<file path="src/design/imufr_pkg.sv">
package imufr_pkg;

  localparam int FRAME_LEN   = 24;
  localparam int SYNC_LEN    = 4;
  localparam int SUM_FIRST   = 2;
  localparam int SUM_LAST    = 21;
  localparam int CHECK_IDX   = 22;
  localparam int FIRST_VALUE = 4;
  localparam int VALUE_COUNT = 9;
  localparam int STORE_LEN   = CHECK_IDX - FIRST_VALUE + 1;
  localparam int CNT_W       = $clog2(FRAME_LEN);
  localparam int VAL_W       = 17;

  localparam logic [15:0] HALF_SCALE = 16'h8000;

  typedef enum logic [1:0] {
    ST_GOOD    = 2'd0,
    ST_BAD_END = 2'd1,
    ST_BAD_SUM = 2'd2
  } imufr_status_t;

  typedef enum logic {
    REG_SYNC_WORD  = 1'b0,
    REG_END_MARKER = 1'b1
  } imufr_reg_t;

  // finished frame handed from the tracker to the result stage
  typedef struct packed {
    logic                              emit;
    logic                              end_ok;
    logic                              sum_ok;
    logic [VALUE_COUNT-1:0][15:0]      raw;
  } imufr_frm_t;

endpackage

</file>
<file path="src/design/imufr_if.sv">
interface imufr_in_if;
  logic       valid;
  logic       ready;
  logic [7:0] rx_byte;

  modport source (output valid, output rx_byte, input ready);
  modport sink   (input valid, input rx_byte, output ready);
endinterface

interface imufr_out_if;
  logic                               valid;
  logic                               ready;
  logic [1:0]                         frame_status;
  logic signed [imufr_pkg::VAL_W-1:0] accel_x;
  logic signed [imufr_pkg::VAL_W-1:0] accel_y;
  logic signed [imufr_pkg::VAL_W-1:0] accel_z;
  logic signed [imufr_pkg::VAL_W-1:0] roll_rate;
  logic signed [imufr_pkg::VAL_W-1:0] pitch_rate;
  logic signed [imufr_pkg::VAL_W-1:0] yaw_rate;
  logic signed [imufr_pkg::VAL_W-1:0] mag_x;
  logic signed [imufr_pkg::VAL_W-1:0] mag_y;
  logic signed [imufr_pkg::VAL_W-1:0] mag_z;

  modport source (output valid, output frame_status, output accel_x, output accel_y,
                  output accel_z, output roll_rate, output pitch_rate, output yaw_rate,
                  output mag_x, output mag_y, output mag_z, input ready);
  modport sink   (input valid, input frame_status, input accel_x, input accel_y,
                  input accel_z, input roll_rate, input pitch_rate, input yaw_rate,
                  input mag_x, input mag_y, input mag_z, output ready);
endinterface

</file>
<file path="src/design/imufr_apb.sv">
module imufr_apb (
  input  logic        clk,
  input  logic        rst_n,
  input  logic        psel,
  input  logic        penable,
  input  logic        pwrite,
  input  logic [2:0]  paddr,
  input  logic [31:0] pwdata,
  output logic [31:0] prdata,
  output logic        pready,
  output logic [31:0] sync_word,
  output logic [7:0]  end_marker
);

  logic [31:0] sync_word_r;
  logic [7:0]  end_marker_r;
  logic        wr_en;
  imufr_pkg::imufr_reg_t reg_sel;

  assign pready  = 1'b1;
  assign wr_en   = psel && penable && pwrite;
  assign reg_sel = imufr_pkg::imufr_reg_t'(paddr[2]);

  always_ff @(posedge clk) begin
    if (!rst_n) begin
      sync_word_r  <= '0;
      end_marker_r <= '0;
    end else if (wr_en) begin
      case (reg_sel)
        imufr_pkg::REG_SYNC_WORD:  sync_word_r  <= pwdata;
        imufr_pkg::REG_END_MARKER: end_marker_r <= pwdata[7:0];
        default: ;
      endcase
    end
  end

  always_comb begin
    case (reg_sel)
      imufr_pkg::REG_SYNC_WORD:  prdata = sync_word_r;
      imufr_pkg::REG_END_MARKER: prdata = {24'b0, end_marker_r};
      default:                   prdata = '0;
    endcase
  end

  assign sync_word  = sync_word_r;
  assign end_marker = end_marker_r;

endmodule

</file>
<file path="src/design/imufr_core.sv">
module imufr_core (
  input  logic                  clk,
  input  logic                  rst_n,
  imufr_in_if.sink              in_bus,
  input  logic [31:0]           sync_word,
  input  logic [7:0]            end_marker,
  input  logic                  out_free,
  output imufr_pkg::imufr_frm_t frm
);

  localparam logic [imufr_pkg::CNT_W-1:0] CNT_LAST =
    imufr_pkg::CNT_W'(imufr_pkg::FRAME_LEN - 1);
  localparam logic [imufr_pkg::CNT_W-1:0] CNT_SYNC =
    imufr_pkg::CNT_W'(imufr_pkg::SYNC_LEN);
  localparam logic [imufr_pkg::CNT_W-1:0] CNT_SUM_LO =
    imufr_pkg::CNT_W'(imufr_pkg::SUM_FIRST);
  localparam logic [imufr_pkg::CNT_W-1:0] CNT_SUM_HI =
    imufr_pkg::CNT_W'(imufr_pkg::SUM_LAST);

  logic                          s1_vld_r;
  logic [7:0]                    s1_byte_r;
  logic [imufr_pkg::CNT_W-1:0]   cnt_r, cnt_nxt;
  logic [23:0]                   win_r, win_nxt;
  logic [7:0]                    sum_r, sum_nxt;
  logic [7:0]                    store_r [imufr_pkg::STORE_LEN];
  logic [31:0]                   win_full;
  logic                          hunting, last_byte, s1_go;

  assign hunting   = (cnt_r == '0);
  assign last_byte = (cnt_r == CNT_LAST);
  // a non-final byte never needs room in the result register
  assign s1_go     = s1_vld_r && (!last_byte || out_free);
  assign in_bus.ready = !s1_vld_r || s1_go;
  assign win_full  = {win_r, s1_byte_r};

  always_comb begin
    cnt_nxt = cnt_r;
    win_nxt = win_r;
    sum_nxt = sum_r;
    if (hunting) begin
      win_nxt = win_full[23:0];
      if (win_full == sync_word) begin
        cnt_nxt = CNT_SYNC;
        sum_nxt = win_full[15:8] + s1_byte_r;
      end
    end else begin
      if (cnt_r >= CNT_SUM_LO && cnt_r <= CNT_SUM_HI) begin
        sum_nxt = sum_r + s1_byte_r;
      end
      cnt_nxt = last_byte ? '0 : cnt_r + 1'b1;
    end
  end

  always_ff @(posedge clk) begin
    if (!rst_n) begin
      s1_vld_r <= 1'b0;
      cnt_r    <= '0;
      win_r    <= '0;
      sum_r    <= '0;
    end else begin
      if (in_bus.ready) begin
        s1_vld_r <= in_bus.valid;
      end
      if (s1_go) begin
        cnt_r <= cnt_nxt;
        win_r <= win_nxt;
        sum_r <= sum_nxt;
      end
    end
  end

  always_ff @(posedge clk) begin
    if (in_bus.ready && in_bus.valid) begin
      s1_byte_r <= in_bus.rx_byte;
    end
  end

  // frame bytes from the first value byte up to the checksum byte
  always_ff @(posedge clk) begin
    for (int i = 0; i < imufr_pkg::STORE_LEN; i++) begin
      if (s1_go && cnt_r == imufr_pkg::CNT_W'(imufr_pkg::FIRST_VALUE + i)) begin
        store_r[i] <= s1_byte_r;
      end
    end
  end

  always_comb begin
    frm.emit   = s1_go && last_byte;
    frm.end_ok = (s1_byte_r == end_marker);
    frm.sum_ok = (sum_r == store_r[imufr_pkg::CHECK_IDX - imufr_pkg::FIRST_VALUE]);
    for (int j = 0; j < imufr_pkg::VALUE_COUNT; j++) begin
      frm.raw[j] = {store_r[2*j], store_r[2*j + 1]};
    end
  end

endmodule

</file>
<file path="src/design/imufr_out.sv">
module imufr_out (
  input  logic                  clk,
  input  logic                  rst_n,
  input  imufr_pkg::imufr_frm_t frm,
  output logic                  out_free,
  imufr_out_if.source           out_bus
);

  typedef logic signed [imufr_pkg::VAL_W-1:0] val_t;

  logic                  out_vld_r;
  imufr_pkg::imufr_status_t status_r, status_nxt;
  val_t                  val_r   [imufr_pkg::VALUE_COUNT];
  val_t                  val_nxt [imufr_pkg::VALUE_COUNT];

  // sign-magnitude with the top code kept as +32768
  function automatic val_t decode(input logic [15:0] u);
    val_t v;
    if (u > imufr_pkg::HALF_SCALE) begin
      v = val_t'({1'b0, imufr_pkg::HALF_SCALE}) - val_t'({1'b0, u});
    end else begin
      v = val_t'({1'b0, u});
    end
    return v;
  endfunction

  assign out_free = !out_vld_r || out_bus.ready;

  always_comb begin
    if (!frm.end_ok) begin
      status_nxt = imufr_pkg::ST_BAD_END;
    end else if (!frm.sum_ok) begin
      status_nxt = imufr_pkg::ST_BAD_SUM;
    end else begin
      status_nxt = imufr_pkg::ST_GOOD;
    end
    for (int j = 0; j < imufr_pkg::VALUE_COUNT; j++) begin
      val_nxt[j] = (status_nxt == imufr_pkg::ST_GOOD) ? decode(frm.raw[j]) : '0;
    end
  end

  always_ff @(posedge clk) begin
    if (!rst_n) begin
      out_vld_r <= 1'b0;
    end else if (frm.emit) begin
      out_vld_r <= 1'b1;
    end else if (out_bus.ready) begin
      out_vld_r <= 1'b0;
    end
  end

  always_ff @(posedge clk) begin
    if (frm.emit) begin
      status_r <= status_nxt;
      for (int j = 0; j < imufr_pkg::VALUE_COUNT; j++) begin
        val_r[j] <= val_nxt[j];
      end
    end
  end

  assign out_bus.valid        = out_vld_r;
  assign out_bus.frame_status = status_r;
  assign out_bus.accel_x      = val_r[0];
  assign out_bus.accel_y      = val_r[1];
  assign out_bus.accel_z      = val_r[2];
  assign out_bus.roll_rate    = val_r[3];
  assign out_bus.pitch_rate   = val_r[4];
  assign out_bus.yaw_rate     = val_r[5];
  assign out_bus.mag_x        = val_r[6];
  assign out_bus.mag_y        = val_r[7];
  assign out_bus.mag_z        = val_r[8];

endmodule

</file>
<file path="src/design/imu_frame_receiver_unit.sv">
// a result is registered from the last frame byte: the byte sits in the input register,
// and the result register loads from it once no held result is waiting there
// throughput: one byte per cycle; the frame tracker updates once per byte
// a held result stalls input only when the final byte of the next frame arrives
// reset (synchronous, rst_n low): hunting for sync, window and sum cleared,
// sync_word and end_marker cleared, no result pending
module imu_frame_receiver_unit (
  input  logic        clk,
  input  logic        rst_n,
  imufr_in_if.sink    in_bus,
  imufr_out_if.source out_bus,
  input  logic        psel,
  input  logic        penable,
  input  logic        pwrite,
  input  logic [2:0]  paddr,
  input  logic [31:0] pwdata,
  output logic [31:0] prdata,
  output logic        pready
);

  logic [31:0]           sync_word;
  logic [7:0]            end_marker;
  logic                  out_free;
  imufr_pkg::imufr_frm_t frm;

  imufr_apb u_apb (
    .clk        (clk),
    .rst_n      (rst_n),
    .psel       (psel),
    .penable    (penable),
    .pwrite     (pwrite),
    .paddr      (paddr),
    .pwdata     (pwdata),
    .prdata     (prdata),
    .pready     (pready),
    .sync_word  (sync_word),
    .end_marker (end_marker)
  );

  imufr_core u_core (
    .clk        (clk),
    .rst_n      (rst_n),
    .in_bus     (in_bus),
    .sync_word  (sync_word),
    .end_marker (end_marker),
    .out_free   (out_free),
    .frm        (frm)
  );

  imufr_out u_out (
    .clk      (clk),
    .rst_n    (rst_n),
    .frm      (frm),
    .out_free (out_free),
    .out_bus  (out_bus)
  );

endmodule

</file>
<file path="src/flat_wrapper.sv">
// flat-port wrapper written by rule: the top's interface ports become plain ports
module imu_frame_receiver_unit_flat 
  (clk, rst_n, psel, penable, pwrite, paddr, pwdata, prdata, pready, in_bus_valid, in_bus_rx_byte, in_bus_ready, out_bus_valid, out_bus_frame_status, out_bus_accel_x, out_bus_accel_y, out_bus_accel_z, out_bus_roll_rate, out_bus_pitch_rate, out_bus_yaw_rate, out_bus_mag_x, out_bus_mag_y, out_bus_mag_z, out_bus_ready);
  imufr_in_if in_bus_i ();
  imufr_out_if out_bus_i ();
  input  logic clk;
  input  logic rst_n;
  input  logic psel;
  input  logic penable;
  input  logic pwrite;
  input  logic [2:0] paddr;
  input  logic [31:0] pwdata;
  output logic [31:0] prdata;
  output logic pready;
  input wire logic [$bits(in_bus_i.valid)-1:0] in_bus_valid;
  input wire logic [$bits(in_bus_i.rx_byte)-1:0] in_bus_rx_byte;
  output wire logic [$bits(in_bus_i.ready)-1:0] in_bus_ready;
  output wire logic [$bits(out_bus_i.valid)-1:0] out_bus_valid;
  output wire logic [$bits(out_bus_i.frame_status)-1:0] out_bus_frame_status;
  output wire logic [$bits(out_bus_i.accel_x)-1:0] out_bus_accel_x;
  output wire logic [$bits(out_bus_i.accel_y)-1:0] out_bus_accel_y;
  output wire logic [$bits(out_bus_i.accel_z)-1:0] out_bus_accel_z;
  output wire logic [$bits(out_bus_i.roll_rate)-1:0] out_bus_roll_rate;
  output wire logic [$bits(out_bus_i.pitch_rate)-1:0] out_bus_pitch_rate;
  output wire logic [$bits(out_bus_i.yaw_rate)-1:0] out_bus_yaw_rate;
  output wire logic [$bits(out_bus_i.mag_x)-1:0] out_bus_mag_x;
  output wire logic [$bits(out_bus_i.mag_y)-1:0] out_bus_mag_y;
  output wire logic [$bits(out_bus_i.mag_z)-1:0] out_bus_mag_z;
  input wire logic [$bits(out_bus_i.ready)-1:0] out_bus_ready;
  assign in_bus_i.valid = in_bus_valid;
  assign in_bus_i.rx_byte = in_bus_rx_byte;
  assign in_bus_ready = in_bus_i.ready;
  assign out_bus_valid = out_bus_i.valid;
  assign out_bus_frame_status = out_bus_i.frame_status;
  assign out_bus_accel_x = out_bus_i.accel_x;
  assign out_bus_accel_y = out_bus_i.accel_y;
  assign out_bus_accel_z = out_bus_i.accel_z;
  assign out_bus_roll_rate = out_bus_i.roll_rate;
  assign out_bus_pitch_rate = out_bus_i.pitch_rate;
  assign out_bus_yaw_rate = out_bus_i.yaw_rate;
  assign out_bus_mag_x = out_bus_i.mag_x;
  assign out_bus_mag_y = out_bus_i.mag_y;
  assign out_bus_mag_z = out_bus_i.mag_z;
  assign out_bus_i.ready = out_bus_ready;
  imu_frame_receiver_unit u_core (.clk(clk), .rst_n(rst_n), .in_bus(in_bus_i), .out_bus(out_bus_i), .psel(psel), .penable(penable), .pwrite(pwrite), .paddr(paddr), .pwdata(pwdata), .prdata(prdata), .pready(pready));
endmodule
</file>
<file path="config.mk">
export PLATFORM = sky130hd
export DESIGN_NAME = imu_frame_receiver_unit_flat
export DESIGN_NICKNAME = d
export VERILOG_FILES = /design/src/design/imufr_pkg.sv /design/src/design/imufr_if.sv /design/src/design/imufr_apb.sv /design/src/design/imufr_core.sv /design/src/design/imufr_out.sv /design/src/design/imu_frame_receiver_unit.sv /design/src/flat_wrapper.sv
export SDC_FILE = /design/constraint.sdc
export NUM_CORES = 1
export LEC_CHECK = 0
export BUFFER_PORTS_ARGS = -buffer_cell sky130_fd_sc_hd__buf_2
export CAP_MARGIN = 20
export CORE_MARGIN = 2
export CORE_UTILIZATION = 35
export DETAILED_ROUTE_END_ITERATION = 16
export SYNTH_ARGS = -nofsm -noshare
export SYNTH_HDL_FRONTEND = slang
export SYNTH_HIERARCHICAL = 1
export SYNTH_SLANG_ARGS = --single-unit
export TNS_END_PERCENT = 30
</file>
<file path="constraint.sdc">
create_clock -name clk -period 7.85 [get_ports clk]
set_clock_uncertainty 0.2 [all_clocks]
set_input_delay 1.1775 -clock clk [delete_from_list [all_inputs] [get_ports clk]]
set_output_delay 1.1775 -clock clk [all_outputs]
set_load 0.01 [all_outputs]
</file>
==> results of run 1 <==
sequential cells by signal, indices dropped and copies added, names as in the netlist:
register,count
u_core/u_core/cnt_r,5
u_core/u_core/win_r,24
u_core/u_apb/sync_word,32
u_core/u_out/out_bus.frame_status,2
u_core/u_core/sum_r,8
u_core/u_out/val_r,153
u_core/u_core/s1_vld_r,1
u_core/u_core/s1_byte_r,8
u_core/u_apb/end_marker,8
u_core/u_core/store_r,152
u_core/u_out/out_bus.valid,1
worst min-delay path: cells and delay by family (launching register included):
kind | cells | cell delay (ps)
AO/OA/AOI/OAI | 1 | 50
flip-flops | 1 | 320
AND/OR/NAND/NOR | 1 | 60
how the worst max path moves through the flow:
stage / start / to / slack [ps] / cells past startpoint
global placement: u_core/u_core/cnt_r[0] / u_core/u_core/sum_r[6] / 3590 / 12
floorplan: out_bus_ready / u_core/u_out/out_bus.frame_status[0] / 1700 / 6
finish: u_core/u_core/cnt_r[0] / u_core/u_core/sum_r[6] / 4080 / 12
global route: u_core/u_core/cnt_r[0] / u_core/u_core/sum_r[6] / 3840 / 12
detailed placement: out_bus_ready / u_core/u_out/val_r[0][85] / 3650 / 8
CTS: u_core/u_core/cnt_r[0] / u_core/u_core/sum_r[6] / 4080 / 12
per-stage QoR:
stage          hold slack [ps]  instance area, um^2  total power [mW]  setup slack [ps]  instances
4_1_cts                    272                21000              4.50              4080       2425
3_3_place_gp               257                19600              2.45              3590       2342
3_5_place_dp               264                19600              2.45              3650       2343
5_1_grt                    290                21000              4.60              3840       2426
2_1_floorplan              248                17800              2.39              1700       1481
6_report                   274                21000              4.45              4080       2426
logic make-up after synthesis:
kind of cell | share of synthesized area (%)
flip-flops | 62.2
other | 0.0211
buffers and inverters | 2.62
AO/OA/AOI/OAI | 7.69
XOR/XNOR | 6.66
AND/OR/NAND/NOR | 15.4
multiplexers | 3.88
adder cells (fa/ha/maj) | 1.59
layout make-up:
| type | count | area [um^2] | area share, % |
|---|---|---|---|
| Clock inverter | 25 | 220 | 1.05 |
| Tap cell | 672 | 841 | 4.00 |
| Multi-Input combinational cell | 989 | 6270 | 29.8 |
| Inverter | 34 | 128 | 0.607 |
| Sequential cell | 394 | 11000 | 52.5 |
| Clock buffer | 57 | 1210 | 5.77 |
| Timing Repair Buffer | 255 | 1320 | 6.28 |
cells in the final DEF (no fill, tap or decap), types with 6 or more instances in the layout:
master / Yosys / final
clkinv_2: 0 / 8
nor2b_1: 29 / 29
and3_1: 18 / 18
clkbuf_16: 0 / 46
clkbuf_1: 39 / 9
nor2_1: 133 / 133
inv_1: 33 / 33
mux2i_1: 52 / 52
o211ai_1: 33 / 33
nor3_1: 26 / 26
nand2_1: 186 / 185
or3_1: 22 / 22
ha_1: 21 / 21
o31ai_1: 19 / 19
nor4_1: 22 / 22
o21ai_1: 21 / 21
nand2b_1: 16 / 16
nor4_2: 6 / 6
and2_1: 18 / 17
buf_2: 9 / 236
dfxtp_1: 79 / 79
o21ai_0: 38 / 38
or4_1: 18 / 18
clkinv_1: 1 / 9
nand4_1: 9 / 9
a21oi_1: 59 / 59
mux2_2: 15 / 15
buf_4: 2 / 18
xnor2_1: 26 / 26
xor2_1: 109 / 109
edfxtp_1: 315 / 315
o41ai_1: 10 / 10
nand3_1: 25 / 25
power by group:
part	leakage, nW	total, mW	internal, mW	switching [mW]
Combinational	3.30	0.143	0.0460	0.0965
Clock	0.706	2.04	1.20	0.842
Sequential	3.15	2.27	2.26	0.0107
routing by layer:
metal	vias to the layer above	wire (um)	global-route usage, %
li1	5863	-	-
met1	5988	20500	22.8
met2	304	20900	26.8
met3	57	2030	2.83
met4	0	782	4.14
met5	-	0	0
==> impl_metrics.ini, run 1 <==
[final_layout]
area_growth_pct = 18.4
final_nets = 1791
n_fill_cell = 4652
post-route-util_pct = 41.9
diodes = 0
drive_above_1_share_pct = 20.8

[outcome]
status = completed

[clocking]
cts_resized = 0
cts-htree-levels = 2
root_buffer = clkbuf_16
insertion_delay_ps = 570
hold_buffers = 0
numCtsBuffers = 45
cts.clk_slew.worst_paths_ps = 60
cts.sinks = 394
cts_buffer_depth = 3
cts_tree = built
cts_setup_buffers = 0

[yosys]
yosysWarnings = 6
ys_seq_area_share_pct = 62.2
synth_cell_types = 72
syn_nets = 1553
syn_area_um2 = 17800
synth_area_leader_cell = edfxtp_1
yosysMostFrequentCell = edfxtp_1
ys.flop_type = edfxtp_1
synth_top_area_share_pct = 53.3
synthCells = 1481
async_reset_ff_share_pct = 0
syn-mean-instance-area_um2 = 12.0
ys_seq_elements = 394
synthTopCellsByCount = edfxtp_1 (315), nand2_1 (186), nor2_1 (133)
synth_edf_count = 315
yosys-top-cells-area = edfxtp_1 (53%), dfxtp_1 (8.9%), xor2_1 (5.4%)

[grt]
grt_pass1_vias = 12000
antenna_found_initial = 0
gr-total-overflow = 0
grt_max_degree = 80
grt_use_total_pct = 16.5
grt_pass1_wl_um = 67800

[setup_path]
worstSetupPathType = reg -> reg
crit_arrival_ps = 4010
rrSetupSlack_ps = 4080
path_cells = inv_1 -> ha_1 -> nor4b_2 -> mux2_2 -> ha_1 -> fa_1 -> a21o_1 -> a21oi_1 -> o21ai_0 -> a21oi_1 -> xor2_1 -> o41ai_2
cp.required_ps = 8090
path_delay_family = adder cells
reg2reg_to = u_core/u_core/sum_r[6]
reg2regPathDepth = 12
crit_fanout = 10
path_buf_inv = 1
cpPeakStageDelay_ps = 490
r2r-start = u_core/u_core/cnt_r[0]
crit_slowest_cell = nor4b_2
start_kind = flop
end_kind = flop

[power_and_ir_drop]
vdd_ir_drop_max_mv = 0.148
p_leak_nw = 7.16
power_density_nw_per_um2 = 212

[timing]
setup_tns_ps = 0
hold_viol = 0
max_freq_ghz = 0.265
slew_headroom_pct = 29.6
rsz0062_at_grt = false
setup_viol = 0
fin_crit_sh_pct = 48.0
drv_slew = 0
fin_crit_ps = 3770
tightest_slew_ps = 1050

[detailed_routing]
drtIter0Drc = 1192
via_per_inst = 5.03
wl_per_cell_um = 18.2
drcViolationCount = 0
ant_nets = 0
vias = 12200
firstDrtPassIters = 5
drt-total-wl_um = 44200

[worst_hold_path]
hold_depth = 2
hp-class = reg -> reg
hold-path-endpoint = u_core/u_core/win_r[23]
hp-start = u_core/u_core/win_r[23]

[floorplanning]
initial_core_util_pct = 35.4
pin_count = 240
num_rows = 82
coreArea_um2 = 50200
die-area_um2 = 52600
floorplan.die.height_um = 229
die_x_um = 229

[placement]
gp_congestion = 0.865
port_buffers = 236
dpl.hpwl_um = 29500

[run]
cap_viol_max_count = 0
Power figures use the tool's default switching activity.
==> inputs of run 2 (changes only) <==
clock period = 3.4 ns   (was 7.85 ns; I/O delays follow)
==> run 2 against run 1 <==
  * Worst setup slack worse by 3900 ps
  * Critical path depth stayed put
  * Non-clock buffer count rose by 49
  * Combinational power grew 150%
  * Cell area increased by 1.8%
  * Sequential cell count unchanged
  * Die area unchanged
  * Worst hold slack got worse by 250 ps
  * Largest cell class unchanged
==> impl_metrics.ini, run 2 (synthesized netlist as in run 1, its figures left out) <==
[clocking]
cts_setup_buffers = 0
numCtsBuffers = 42
cts.sinks = 394
cts-htree-levels = 2
root_buffer = clkbuf_16
cts.clk_slew.worst_paths_ps = 70
cts_buffer_depth = 3
insertion_delay_ps = 560
cts_tree = built

[worst_hold_path]
hold_depth = 3
hp-class = in -> reg
hold-path-endpoint = u_core/u_apb/sync_word[15]
hp-start = pwdata[15]

[setup_path]
r2r-start = u_core/u_core/cnt_r[0]
worstSetupPathType = reg -> reg
start_kind = flop
crit_arrival_ps = 3460
reg2regPathDepth = 12
rrSetupSlack_ps = 170
crit_fanout = 9
end_kind = flop
path_delay_family = compound AO/OA/AOI/OAI gates
worst-path-stages = 12
path_buf_inv = 2
cp.required_ps = 3630
path_common_cell = a21oi_1
reg2reg_to = u_core/u_core/sum_r[6]
path_cells = inv_1 -> ha_1 -> nor4b_4 -> buf_4 -> mux2_2 -> fa_1 -> a21o_1 -> a21oi_1 -> o21ai_0 -> a21oi_1 -> xor2_1 -> o41ai_2
cpPeakStageDelay_ps = 430
crit_slowest_cell = fa_1

[final_layout]
final_cell_mix = edfxtp_1 (315), buf_2 (236), nand2_1 (185)
regMostFlops = u_core/u_out/val_r
fin_area_um2 = 21400
final_common_cell = edfxtp_1
final-seq-area_um2 = 11000
fin_cells = 2469
n_fill_cell = 4637
area_growth_pct = 20.5
drive_above_1_share_pct = 21.1
multi_input_area_um2 = 6280
largest_register_ffs = 153
final_nets = 1837

[timing]
setup_slack_ps = 168
hold_viol = 0
setup_viol = 0
tightest_slew_ps = 934
drv_slew = 0
slew_headroom_pct = 37.5
hold_slack_ps = 18.9
max_freq_ghz = 0.309
fin_crit_ps = 3230
fin_crit_sh_pct = 95.0

[detailed_routing]
drt-total-wl_um = 45300
highest_layer = met4
firstDrtPassIters = 7
drcViolationCount = 0
ant_nets = 0
via_per_inst = 5.00
wl_met1_um = 20200
drtIter0Drc = 887
wl_met3_um = 2420
vias = 12300
wl_per_cell_um = 18.3
wl_met2_um = 21600

[floorplanning]
num_rows = 82
initial_core_util_pct = 35.4
die-area_um2 = 52600
floorplan.die.height_um = 229
coreArea_um2 = 50200
pin_count = 240
die_x_um = 229

[placement]
port_buffers = 236
pre_cts_slack_ps = 168
gp_congestion = 0.862
dpl.hpwl_um = 30500
placedInstanceArea_um2 = 19800
dp.cells = 2361

[grt]
grt_pass1_vias = 11900
grt_use_total_pct = 16.6
antenna_found_initial = 2
grt_max_degree = 79
gr-total-overflow = 0
grt_pass1_wl_um = 67900

[run]
cap_viol_max_count = 0

[power_and_ir_drop]
p_leak_nw = 7.33
total_power_mw = 9.98
vdd_ir_drop_max_mv = 0.303
power_density_nw_per_um2 = 466

[outcome]
status = completed
-- run 2: cell types whose count changed in the layout (fill, tap and decap cells not counted), sizes merged --
cell | previous run | this run
dlygate4sd3 | 0 | 31
buf | 254 | 272
inv | 38 | 34
clkbuf | 58 | 55
diode | 0 | 2
bufinv | 3 | 2
clkinv | 17 | 16
clkinvlp | 1 | 2
-- run 2: through the flow --
stage	setup TNS, ps	utilization (%)
after floorplan	0	-
after global placement	0	39.4
after detailed placement	0	39.4
after CTS	0	42.6
after global routing	-3.01	42.7
final	0	42.7
-- run 2: how the worst max path moves through the flow --
stage,startpoint,end,slack [ps]
final,u_core/u_core/cnt_r[0],u_core/u_core/sum_r[6],170
after global routing,u_core/u_core/cnt_r[0],u_core/u_core/sum_r[6],-3
after CTS,u_core/u_core/cnt_r[0],u_core/u_core/sum_r[6],140
after floorplan,u_core/u_core/cnt_r[0],u_core/u_core/sum_r[6],80
after global placement,u_core/u_core/cnt_r[0],u_core/u_core/sum_r[6],190
after detailed placement,u_core/u_core/cnt_r[0],u_core/u_core/sum_r[6],170
-- run 2: layout make-up --
| class | count | share of cell area (%) |
|---|---|---|
| antenna | 2 | 0.0234 |
| clock buffer | 54 | 5.36 |
| clock inverter | 20 | 0.754 |
| inverter | 34 | 0.596 |
| multi-input combinational | 989 | 29.3 |
| sequential | 394 | 51.6 |
| tap | 672 | 3.93 |
| timing repair buffer | 304 | 8.43 |
-- run 2: power by group --
part	switching, mW	internal [mW]	total (mW)
sequential	0.0323	5.21	5.24
clock	1.85	2.53	4.38
combinational	0.221	0.131	0.352
total	2.10	7.87	9.98
-- run 2: what timing repair did --
item / in CTS / in global routing
setup endpoints to repair: 0 / 1
hold buffers: 31 / 0
endpoints found under the hold margin: 31 / 0
gates resized for setup: 0 / 1
-- run 2: per-layer routing --
layer,up-vias,GRT usage [%]
met3,71,3.11
met1,5996,21.9
met2,338,28.0
li1,5944,-
met5,-,0
met4,0,4.75
-- run 2: worst min-delay path: cells and delay by family --
| family | cells | cell delay [ps] |
|---|---|---|
| buffers and inverters | 1 | 100 |
| muxes | 1 | 70 |
| and+or+nand+nor | 1 | 50 |
==> inputs of run 3 (changes only) <==
REMOVE_ABC_BUFFERS = 1   (was default)
==> run 3 against run 2 <==
  * Wire length shrank 5.2%
  * Core utilization grew 0.27 points
  * Worst setup slack gained 22 ps
  * Register-to-register slack gained 20 ps
  * Sequential cell count is the same
  * Count of clock-buffer cells in the layout is the same
  * Sequential share of layout area shrank 0.32 points
  * Via count shrank 0.95%
  * Critical path depth is the same
  * Die area is the same
  * Clock power grew 4%
  * Sequential power is essentially flat
==> impl_metrics.ini, run 3 (synthesized netlist as in run 1, its figures left out) <==
[outcome]
status = completed

[final_layout]
fin_cells = 2475
final_nets = 1842
final_cell_mix = edfxtp_1 (315), buf_2 (237), nand2_1 (185)
area_growth_pct = 21.3
drive_above_1_share_pct = 21.4
post-route-util_pct = 42.9
fin_area_um2 = 21500
n_fill_cell = 4666
diodes = 0
final_common_cell = edfxtp_1
regMostFlops = u_core/u_out/val_r
largest_register_ffs = 153

[grt]
gr-total-overflow = 0
grt_max_degree = 58
grt_pass1_vias = 11500
grt_use_total_pct = 15.7
grt_pass1_wl_um = 64700
antenna_found_initial = 1

[floorplanning]
num_rows = 82
initial_core_util_pct = 35.4
die_x_um = 229
coreArea_um2 = 50200
die-area_um2 = 52600
floorplan.die.height_um = 229
pin_count = 240

[detailed_routing]
ant_nets = 0
via_per_inst = 4.94
firstDrtPassIters = 6
drt-total-wl_um = 42900
drcViolationCount = 0
drtIter0Drc = 750
vias = 12200
wl_per_cell_um = 17.3

[worst_hold_path]
hold-path-endpoint = u_core/u_apb/end_marker[7]
hp-start = pwdata[7]
hold_depth = 3
hp-class = in -> reg

[power_and_ir_drop]
switching_power_mw = 2.14
p_clk_share_pct = 45.0
seq_power_share_pct = 51.7
comb_power_share_pct = 3.3
vdd_ir_drop_max_mv = 0.351
intPower_mw = 8.02
power_density_nw_per_um2 = 472
p_leak_nw = 7.40
switching_share_pct = 21.1
total_power_mw = 10.2

[setup_path]
rrSetupSlack_ps = 190
end_kind = flop
crit_arrival_ps = 3440
reg2regPathDepth = 12
cp.required_ps = 3630
r2r-start = u_core/u_core/cnt_r[0]
reg2reg_to = u_core/u_core/sum_r[6]
worstSetupPathType = reg -> reg
crit_fanout = 10
start_kind = flop

[timing]
slew_headroom_pct = 37.8
max_freq_ghz = 0.312
setup_viol = 0
tightest_slew_ps = 933
fin_crit_ps = 3210
drv_slew = 0
setup_tns_ps = 0
hold_slack_ps = 37.8
fin_crit_sh_pct = 94.4
hold_viol = 0
setup_slack_ps = 191

[clocking]
cts_buffer_depth = 3
cts_tree = built
insertion_delay_ps = 570
cts.clk_slew.worst_paths_ps = 60
root_buffer = clkbuf_16
numCtsBuffers = 44
cts-htree-levels = 2
cts.sinks = 394
cts_setup_buffers = 0

[placement]
pre_cts_slack_ps = 154
placedInstanceArea_um2 = 19800
dp.cells = 2362
dpl.hpwl_um = 29500
port_buffers = 236
gp_congestion = 0.822

[run]
cap_viol_max_count = 0
[run 3: cell count changes in the layout (fill, tap and decap cells not counted), moves of 2 or more]
| cell | previous run | this run |
|---|---|---|
| buf_12 | 3 | 5 |
| buf_4 | 33 | 31 |
| clkbuf_16 | 43 | 45 |
| clkbuf_8 | 3 | 1 |
| clkinv_1 | 5 | 7 |
| clkinv_2 | 9 | 12 |
| clkinv_4 | 2 | 0 |
| diode_2 | 2 | 0 |
| dlygate4sd3_1 | 31 | 33 |
| nor2_1 | 133 | 131 |
| nor2_2 | 0 | 2 |
[run 3: layout make-up]
cell class | instances | area (um^2) | area share (%)
flip-flops and latches | 394 | 11000 | 51.3
inverters | 34 | 128 | 0.593
multi-input cells | 989 | 6280 | 29.2
repair buffers | 307 | 1860 | 8.64
clock inverters | 25 | 216 | 1.00
well taps | 672 | 841 | 3.90
clock buffers | 54 | 1170 | 5.43
[run 3: worst max path at each step]
stage / slack [ps] / from / cells after the start / end
2_1_floorplan: -2170 / u_core/u_core/cnt_r[0] / 6 / u_core/u_out/out_bus.frame_status[0]
3_3_place_gp: 220 / u_core/u_core/cnt_r[0] / 12 / u_core/u_core/sum_r[6]
3_5_place_dp: 150 / u_core/u_core/cnt_r[0] / 12 / u_core/u_core/sum_r[6]
4_1_cts: 130 / u_core/u_core/cnt_r[0] / 12 / u_core/u_core/sum_r[6]
5_1_grt: -0.8 / u_core/u_core/cnt_r[0] / 12 / u_core/u_core/sum_r[6]
6_report: 190 / u_core/u_core/cnt_r[0] / 12 / u_core/u_core/sum_r[6]
[run 3: worst max-delay path, cell delays in order, from the launching register on]
cell	delay (ps)
dfxtp_1	310
inv_1	100
ha_1	190
nor4b_4	260
buf_6	200
mux2_2	370
fa_1	440
a21o_1	170
a21oi_1	220
o21ai_0	120
a21oi_1	190
xor2_1	230
o41ai_2	80
[run 3: power by group through the flow]
stage | registers, mW | clock network, mW | logic, mW
5_1_grt | 5.26 | 4.86 | 0.367
3_5_place_dp | 5.36 | 0 | 0.309
4_1_cts | 5.26 | 4.69 | 0.339
2_1_floorplan | 5.35 | 0 | 0.138
3_3_place_gp | 5.36 | 0 | 0.305
6_report | 5.26 | 4.57 | 0.335
[run 3: what timing repair did]
action                                  CTS  global route
hold endpoints to repair                 33             0
hold buffers                             33             0
resized for setup                         0             2
endpoints found under the setup margin    0             1
[run 3: per-layer routing]
layer  vias up  GRT usage [%]  share of wire (%)
met2       344           26.0                 48
met4         0           4.02                1.9
met5         -              0                  0
li1       5963              -                  -
met1      5864           21.1                 45
met3        61           3.16                5.4
